===== config.mk =====
export PLATFORM = sky130hd
export DESIGN_NAME = smpq_cell
export DESIGN_NICKNAME = d
export VERILOG_FILES = /design/src/rtl/smpq_pkg.sv /design/src/rtl/smpq_cell.sv
export SDC_FILE = /design/constraint.sdc
export NUM_CORES = 1
export LEC_CHECK = 0
export ABC_CLOCK_PERIOD_IN_PS = 5300
export BUFFER_PORTS_ARGS = -buffer_cell sky130_fd_sc_hd__clkbuf_2
export CAP_MARGIN = 10
export CORE_MARGIN = 2
export CORE_UTILIZATION = 38
export DETAILED_ROUTE_END_ITERATION = 12
export PLACE_DENSITY_LB_ADDON = 0.2
export REMOVE_ABC_BUFFERS = 1
export SLEW_MARGIN = 10
export SYNTH_ARGS = -nofsm -noshare
export SYNTH_HDL_FRONTEND = slang
export SYNTH_SLANG_ARGS = --single-unit

===== constraint.sdc =====
create_clock -name clk -period 5.3 [get_ports clk]
set_input_delay 1.59 -clock clk [delete_from_list [all_inputs] [get_ports clk]]
set_output_delay 1.59 -clock clk [all_outputs]
set_load 0.02 [all_outputs]

===== src/rtl/smpq_pkg.sv =====
// Shared types and codes for the stable min-priority queue.
package smpq_pkg;

  localparam int CAPACITY_DEF  = 256;
  localparam int COST_BITS_DEF = 16;
  localparam int PARENT_BITS   = 24;
  localparam int OPER_BITS     = 16;

  // Action codes carried on the input channel
  typedef enum logic [1:0] {
    ACT_PUSH  = 2'd0,
    ACT_POP   = 2'd1,
    ACT_CLEAR = 2'd2
  } action_t;

  // Status codes returned on the result channel
  typedef enum logic [1:0] {
    ST_DONE  = 2'd0,
    ST_EMPTY = 2'd1,
    ST_FULL  = 2'd2
  } status_t;

  // Data carried by one entry besides its cost
  typedef struct packed {
    logic [PARENT_BITS-1:0] parent;
    logic [OPER_BITS-1:0]   oper;
  } payload_t;

  // Per-cycle command broadcast to every cell
  typedef struct packed {
    logic push;
    logic pop;
    logic clr;
  } cell_ctrl_t;

endpackage


===== src/rtl/smpq_cell.sv =====
// One cell of the sorted shift chain: holds one entry and its valid bit.
module smpq_cell #(
  parameter int COST_BITS = smpq_pkg::COST_BITS_DEF
) (
  input  logic                  clk,
  input  logic                  rst_n,
  input  smpq_pkg::cell_ctrl_t  ctrl,
  input  logic [COST_BITS-1:0]  key,
  input  smpq_pkg::payload_t    new_pay,
  input  logic                  prev_valid,
  input  logic                  prev_greater,
  input  logic [COST_BITS-1:0]  prev_cost,
  input  smpq_pkg::payload_t    prev_pay,
  input  logic                  next_valid,
  input  logic [COST_BITS-1:0]  next_cost,
  input  smpq_pkg::payload_t    next_pay,
  output logic                  valid,
  output logic                  greater,
  output logic [COST_BITS-1:0]  cost,
  output smpq_pkg::payload_t    pay
);

  logic                 valid_r, valid_nxt;
  logic [COST_BITS-1:0] cost_r, cost_nxt;
  smpq_pkg::payload_t   pay_r, pay_nxt;

  // Flag a held entry that sorts after the pushed key
  assign greater = valid_r && (cost_r > key);

  // Shift right from the insertion point on push, left on pop, drop all on clear
  always_comb begin
    valid_nxt = valid_r;
    cost_nxt  = cost_r;
    pay_nxt   = pay_r;
    if (ctrl.clr) begin
      valid_nxt = 1'b0;
    end else if (ctrl.pop) begin
      valid_nxt = next_valid;
      cost_nxt  = next_cost;
      pay_nxt   = next_pay;
    end else if (ctrl.push) begin
      if (prev_greater) begin
        valid_nxt = 1'b1;
        cost_nxt  = prev_cost;
        pay_nxt   = prev_pay;
      end else if ((greater || !valid_r) && prev_valid) begin
        valid_nxt = 1'b1;
        cost_nxt  = key;
        pay_nxt   = new_pay;
      end
    end
  end

  always_ff @(posedge clk) begin
    if (!rst_n) begin
      valid_r <= 1'b0;
    end else begin
      valid_r <= valid_nxt;
    end
    cost_r <= cost_nxt;
    pay_r  <= pay_nxt;
  end

  assign valid = valid_r;
  assign cost  = cost_r;
  assign pay   = pay_r;

endmodule

==> results of run 1 <==
## power by group
| group | leakage [uW] | switching, uW | total, uW | internal, uW |
|---|---|---|---|---|
| Sequential | 0.000550 | 12.8 | 558 | 545 |
| Clock | 0.0000910 | 166 | 375 | 210 |
| Combinational | 0.00180 | 159 | 280 | 120 |
## flip-flops by register name, indices dropped and copies added (netlist names)
name / count
valid: 1
cost: 16
pay: 40
## worst max-delay path, delay by kind of cell
| family | cells | cell delay (ps) |
|---|---|---|
| adder cells (fa/ha/maj) | 1 | 300 |
| buffers and inverters | 3 | 290 |
| AO/OA/AOI/OAI | 1 | 250 |
| AND/OR/NAND/NOR | 4 | 820 |
## layout make-up
type | count | share of cell area [%]
clock buffer | 10 | 2.679
timing repair buffer | 236 | 25.05
inverter | 17 | 1.339
tap | 108 | 2.836
multi-input combinational | 218 | 31.38
sequential | 57 | 35.71
clock inverter | 5 | 0.9979
## final timing paths
check,start,to,slack [ps],depth (start not counted)
worst min register to register,valid$_SDFFE_PP0P_,valid$_SDFFE_PP0P_,710,4
worst max register to register,cost[15]$_DFFE_PP_,cost[8]$_DFFE_PP_,2380,7
worst max-delay path,key[14],greater,440,9
worst min-delay path,valid$_SDFFE_PP0P_,valid$_SDFFE_PP0P_,710,4
## metrics by stage
stage               utilization (%)  area, sq um  std cells  hold slack, ps  power (uW)
global placement              53.41         4589        636           644.7       842.1
floorplan                         -         3242        292           698.4       703.8
global route                  55.45         4765        651           777.1        1274
detailed placement            53.41         4589        636           684.4       850.4
CTS                           55.45         4765        651           693.0        1227
finish                        55.45         4765        651           711.3        1212
## metal layers
layer	track usage, %	wire length, um	share of wire [%]	up-vias
li1	-	-	-	1584
met1	21.32	3506	38	1364
met2	34.01	4603	50	141
met3	6.835	878	9.5	17
met4	7.906	207	2.3	0
met5	0	0	0	-
## kinds of logic after synthesis
kind of cell	Yosys count	synth area share, %
fa+ha+maj	16	6.006
compound gates	72	11.22
mux	56	16.82
buf+inv	37	4.654
simple gates	74	10.25
flops	57	51.05
## layout by cell type, fill, tap and decap left out, drive strengths merged
| cell | instances |
|---|---|
| clkbuf | 241 |
| nand2 | 59 |
| o21ai | 59 |
| mux2i | 56 |
| edfxtp | 56 |
| inv | 17 |
| ha | 16 |
| a21oi | 9 |
| buf | 5 |
| nand4 | 4 |
| clkinv | 4 |
| nor2 | 2 |
| nor3 | 2 |
| nor2b | 2 |
| o211ai | 1 |
| nor4 | 1 |
| a21bo | 1 |
| and4 | 1 |
| and4b | 1 |
| a21o | 1 |
| o2bb2ai | 1 |
| and3 | 1 |
| nor3b | 1 |
| bufinv | 1 |
| dfxtp | 1 |
==> results.yml, run 1 <==
synthesis:
  synth_top_area_cell: "edfxtp_1"
  synth_edf_count: 56
  synth_seq_area_share_pct: 51.05
  ys_top_cells_by_area: "edfxtp_1 (50%), mux2i_1 (17%), o21ai_0 (6.8%)"
  netlist.area_leader.share_pct: 50.45
  synthCells: 312
  synth_area_per_cell_sq_um: 10.68
  synthTopCellsByCount: "nand2_1 (58), edfxtp_1 (56), mux2i_1 (56), o21ai_0 (45), inv_1 (17)"
  ys_seq_elements: 57
  ys_types: 28
  synth_flop_cell: "edfxtp_1"
  synth.yosys.warnings: 0
  synth-async-reset-ratio_pct: 0
  yosysMostFrequentCell: "nand2_1"
  synth_area_sq_um: 3333
setup_path:
  end_kind: "primary output"
  setup.worst_path.start_class: "input pin"
  slowest_stage: "nor4_2"
  critPathMaxFanout: 4
  path_cells: "clkbuf_2 > inv_1 > ha_1 > nand4_2 > nor4_2 > a21bo_1 > nand4_2 > and3_1 > clkbuf_2"
  worstSetupPathType: "input pin to primary output"
  max_stage_delay_ps: 360
  cp.arrival_ps: 3270
  worst-endpoint-required_ps: 3710
die:
  std_cell_rows: 34
  die_w_um: 97.66
  initial_core_util_pct: 38.79
  pin_count: 234
  dieHeight_um: 97.66
  die_area_sq_um: 9537
  core_sq_um: 8593
route:
  wl_per_cell_um: 14.13
  dr.pass1.iters: 4
  drc_errors: 0
  drtIter0Drc: 93
  vias: 3106
  vias_per_cell: 4.771
  wirelength_mm: 9.196
  ant_nets: 0
clock_network:
  hold_buffers: 0
  numCtsBuffers: 9
  root_buffer: "clkbuf_8"
  cts.sinks: 57
  clockBufferDepth: 2
  cts_resized: 0
  post_cts_buffers: 0
  path_clk_slew_ps: 60
  cts_tree: "yes"
  ctsHtreeMaxLevel: 3
  clock_latency_ps: 330
final_layout:
  drive_above_1_share_pct: 46.59
  fill_cells: 837
  area_growth_pct: 42.94
  diodes: 0
  register_area_sq_um: 1702
  multi_input_area_sq_um: 1495
  nets: 731
sta:
  setup_slack_ps: 440.1
  fin_skew_ps: 8.141
  fmax_mhz: 205.8
  tns_ps: 0
  setup_viol: 0
  fin_crit_sh_pct: 91.70
  rsz0062_at_grt: "no"
  hold_viol_final: 0
  final_max_slew_viol_count: 0
  period_needed_ps: 4860
  tightestPinTransition_ps: 1024
  slew-limit-headroom_pct: 31.66
power:
  irDropWorstVdd_uv: 140.8
  p_leak_uw: 0.002440
  p_per_area_nw_per_um2: 254.5
grt:
  grt_pass1_wl_mm: 14.68
  overflow: 0
  antenna_found_initial: 0
  track_usage_pct: 19.39
  grt_pass1_vias: 3167
  grt_max_degree: 89
placed_design:
  hpwlAfterDp_mm: 7.203
  numPortBuffers: 233
  routabilityCongestion: 0.8152
  dp_slack_ps: 417.8
hold_path:
  min_path_type: "flip-flop to flip-flop"
job:
  maxCapViolCount: 0
outcome:
  status: "complete, no violations"
(Power assumes the default switching activity.)
==> inputs of run 2 (changes only) <==
- RECOVER_POWER: default -> 25
==> results.yml, run 2 (synthesis results as in run 1) <==
sta:
  tightestPinTransition_ps: 1023
  hold_viol_final: 0
  rsz0062_at_grt: "no"
  final_max_slew_viol_count: 0
  slew-limit-headroom_pct: 31.69
  setup_slack_ps: 440.1
  tns_ps: 0
  fmax_mhz: 205.8
  fin_skew_ps: 7.666
  setup_viol: 0
  period_needed_ps: 4860
  fin_crit_sh_pct: 91.70
job:
  maxCapViolCount: 0
route:
  wirelength_mm: 9.234
  vias: 3109
  drc_errors: 0
  vias_per_cell: 4.776
  ant_nets: 0
  wl_per_cell_um: 14.18
  dr.pass1.iters: 4
  drtIter0Drc: 96
setup_path:
  rr_endpoint: "cost[8]$_DFFE_PP_"
  critPathBufInv: 3
  r2r_setup_slack_ps: 2380
  worst-endpoint-required_ps: 3710
  max_stage_delay_ps: 360
  path_cells: "clkbuf_2 > inv_1 > ha_1 > nand4_2 > nor4_2 > a21bo_1 > nand4_2 > and3_1 > clkbuf_2"
  crit_start: "key[14]"
  cp.arrival_ps: 3270
  critPathMaxFanout: 4
  setup.worst_path.start_class: "input pin"
  slowest_stage: "nor4_2"
  rr_startpoint: "cost[15]$_DFFE_PP_"
  crit_cells: 9
  end_kind: "primary output"
  worst_r2r_path_depth: 7
  critPathCapture: "greater"
  cpLargestDelayFamily: "simple AND/OR/NAND/NOR gates"
  worstSetupPathType: "input pin to primary output"
power:
  p_per_area_nw_per_um2: 256.0
  p_leak_uw: 0.002314
  irDropWorstVdd_uv: 139.8
die:
  die_area_sq_um: 9537
  die_w_um: 97.66
  core_sq_um: 8593
  initial_core_util_pct: 38.79
  pin_count: 234
  std_cell_rows: 34
  dieHeight_um: 97.66
clock_network:
  ctsHtreeMaxLevel: 3
  cts_tree: "yes"
  post_cts_buffers: 0
  numCtsBuffers: 9
  root_buffer: "clkbuf_8"
  clock_latency_ps: 330
  path_clk_slew_ps: 60
  clockBufferDepth: 2
  cts.sinks: 57
  cts_resized: 0
  hold_buffers: 0
hold_path:
  worstHoldStart: "valid$_SDFFE_PP0P_"
  min_path_type: "flip-flop to flip-flop"
final_layout:
  final_common_cell: "clkbuf_2"
  nets: 731
  diodes: 0
  fill_cells: 858
  drive_above_1_share_pct: 38.86
  layout.cells.most_common_list: "clkbuf_2 (189), nand2_1 (58), mux2i_1 (56), edfxtp_1 (56), o21ai_0 (45)"
  area_growth_pct: 41.37
  largest_register_ffs: 40
grt:
  grt_pass1_vias: 3167
  grt_pass1_wl_mm: 14.68
  overflow: 0
  grt_max_degree: 89
  antenna_found_initial: 0
  track_usage_pct: 19.39
placed_design:
  routabilityCongestion: 0.8152
  hpwlAfterDp_mm: 7.203
  dp_slack_ps: 417.8
  numPortBuffers: 233
outcome:
  status: "complete, no violations"
[run 2: how the worst min path moves through the flow]
| stage | endpoint | depth (start not counted) |
|---|---|---|
| 6_report | valid$_SDFFE_PP0P_ | 4 |
| 5_1_grt | valid$_SDFFE_PP0P_ | 4 |
| 4_1_cts | valid$_SDFFE_PP0P_ | 4 |
| 3_5_place_dp | valid$_SDFFE_PP0P_ | 4 |
| 3_3_place_gp | valid$_SDFFE_PP0P_ | 4 |
| 2_1_floorplan | valid$_SDFFE_PP0P_ | 4 |
[run 2: cell type report]
| type | instances | area [sq um] | area share (%) |
|---|---|---|---|
| sequential | 57 | 1702 | 36.11 |
| multi-input combinational | 218 | 1495 | 31.73 |
| timing repair buffer | 236 | 1141 | 24.22 |
| tap | 108 | 135.1 | 2.868 |
| clock buffer | 10 | 127.6 | 2.708 |
| inverter | 17 | 63.81 | 1.354 |
| clock inverter | 5 | 47.55 | 1.009 |
[run 2: layer usage]
metal  up-vias  GRT usage, %  share of wire, %
met1      1369         21.32                38
met4         0         7.906               2.1
met5         -             0                 0
li1       1582             -                 -
met2       141         34.01                50
met3        17         6.835               9.6
[run 2: power breakdown]
part / leakage (uW) / internal [uW] / switching (uW) / total [uW]
sequential: 0.000550 / 545 / 12.5 / 557
combinational: 0.00167 / 114 / 159 / 273
clock: 0.0000910 / 210 / 166 / 376
[run 2: through the flow]
step,hold slack (ps),utilization [%],area [sq um],total power (uW),instances
6_report,712.3,54.83,4712,1206,651
2_1_floorplan,698.4,-,3242,703.8,292
5_1_grt,777.0,54.83,4712,1268,651
4_1_cts,693.0,55.45,4765,1227,651
3_5_place_dp,684.4,53.41,4589,850.4,636
3_3_place_gp,644.7,53.41,4589,842.1,636
[run 2: worst reg2reg max path: cells and delay by family, from the launching register on]
family	cells	cell delay (ps)
compound gates	2	720
simple gates	3	660
flops	1	420
fa+ha+maj	1	330
buf+inv	1	470
==> inputs of run 3 (changes only) <==
- CORE_ASPECT_RATIO: default -> 1.25
==> results.yml, run 3 (synthesis results as in run 1) <==
sta:
  fin_crit_sh_pct: 91.55
  fin_skew_ps: 7.346
  tightestPinTransition_ps: 1128
  final_max_slew_viol_count: 0
  hold_viol_final: 0
  period_needed_ps: 4852
  setup_slack_ps: 447.9
  fmax_mhz: 206.1
  tns_ps: 0
  rsz0062_at_grt: "no"
  setup_viol: 0
  slew-limit-headroom_pct: 24.66
route:
  drtIter0Drc: 119
  ant_nets: 0
  vias: 3118
  vias_per_cell: 4.724
  drc_errors: 0
  dr.pass1.iters: 4
  wl_per_cell_um: 14.38
  wirelength_mm: 9.491
clock_network:
  hold_buffers: 0
  cts.sinks: 57
  root_buffer: "clkbuf_8"
  post_cts_buffers: 0
  clockBufferDepth: 2
  cts_tree: "yes"
  ctsHtreeMaxLevel: 3
  path_clk_slew_ps: 60
  numCtsBuffers: 9
  clock_latency_ps: 340
  cts_resized: 0
final_layout:
  fill_cells: 827
  drive_above_1_share_pct: 38.70
  layout.cells.most_common_list: "clkbuf_2 (189), nand2_1 (58), mux2i_1 (56), edfxtp_1 (56), o21ai_0 (45)"
  utilization_pct: 54.48
  nets: 731
  area_growth_pct: 40.65
  largest_register_ffs: 40
  diodes: 0
  final_common_cell: "clkbuf_2"
die:
  die_area_sq_um: 9541
  die_w_um: 87.77
  dieHeight_um: 108.7
  core_sq_um: 8606
  std_cell_rows: 38
  initial_core_util_pct: 38.73
  pin_count: 234
power:
  irDropWorstVdd_uv: 124.5
  p_per_area_nw_per_um2: 244.0
  p_leak_uw: 0.002295
placed_design:
  dp_slack_ps: 464.0
  numPortBuffers: 233
  routabilityCongestion: 0.8595
  hpwlAfterDp_mm: 7.424
setup_path:
  path_cells: "clkbuf_2 > inv_1 > ha_1 > nand4_2 > nor4_2 > a21bo_1 > nand4_2 > and3_1 > clkbuf_2"
  max_stage_delay_ps: 350
  setup.worst_path.start_class: "input pin"
  worst-endpoint-required_ps: 3710
  crit_cells: 9
  cp.arrival_ps: 3260
  end_kind: "primary output"
  worst_r2r_path_depth: 7
  slowest_stage: "nor4_2"
  cpLargestDelayFamily: "simple AND/OR/NAND/NOR gates"
  rr_startpoint: "cost[13]$_DFFE_PP_"
  critPathMaxFanout: 4
  critPathCapture: "greater"
  r2r_setup_slack_ps: 2400
  rr_endpoint: "pay[3]$_DFFE_PP_"
  critPathBufInv: 3
  crit_start: "key[13]"
  worstSetupPathType: "input pin to primary output"
grt:
  overflow: 0
  grt_pass1_vias: 3019
  track_usage_pct: 19.42
  grt_pass1_wl_mm: 13.85
  busiest_layer: "met2"
  antenna_found_initial: 0
  grt_use_met1_pct: 20.32
  grtUsageMet2_pct: 33.82
  grtUsageMet3_pct: 7.116
  grt_max_degree: 77
job:
  maxCapViolCount: 0
hold_path:
  min_path_type: "flip-flop to flip-flop"
outcome:
  status: "complete, no violations"
## run 3: cell type report
type,instances,area (sq um),share of cell area (%)
Timing Repair Buffer,236,1141,24.34
Tap cell,120,150.1,3.203
Clock inverter,3,12.51,0.2669
Clock buffer,9,123.9,2.642
Inverter,17,63.81,1.361
Sequential cell,57,1702,36.30
Multi-Input combinational cell,218,1495,31.89
## run 3: where the power goes
group | internal, uW | switching (uW)
clock | 154 | 157
combinational | 114 | 161
sequential | 545 | 12.0
total | 813 | 331
## run 3: worst min-delay path, cell delays in order, from the launching register on
cell     delay, ps
dfxtp_1        320
inv_1           70
a21oi_1         60
a21oi_1        110
nor3b_1         50
## run 3: how the worst min path moves through the flow
stage	startpoint	end	slack, ps	cells past startpoint
2_1_floorplan	valid$_SDFFE_PP0P_	valid$_SDFFE_PP0P_	700	4
3_3_place_gp	valid$_SDFFE_PP0P_	valid$_SDFFE_PP0P_	640	4
3_5_place_dp	valid$_SDFFE_PP0P_	valid$_SDFFE_PP0P_	660	4
4_1_cts	valid$_SDFFE_PP0P_	valid$_SDFFE_PP0P_	670	4
5_1_grt	valid$_SDFFE_PP0P_	valid$_SDFFE_PP0P_	710	4
6_report	valid$_SDFFE_PP0P_	valid$_SDFFE_PP0P_	660	4
## run 3: metal layers
| layer | wire, um | up-vias |
|---|---|---|
| met5 | 0 | - |
| met4 | 257 | 0 |
| met3 | 841 | 19 |
| met2 | 4913 | 140 |
| met1 | 3477 | 1382 |
| li1 | - | 1577 |
## run 3: per-stage QoR
step | power [uW] | std cells | cell area (sq um) | hold slack (ps)
finish | 1144 | 660 | 4688 | 661.6
global route | 1207 | 660 | 4688 | 708.8
CTS | 1170 | 660 | 4741 | 666.1
detailed placement | 852.0 | 648 | 4604 | 657.4
global placement | 843.9 | 648 | 4604 | 635.5
floorplan | 703.8 | 292 | 3242 | 698.4
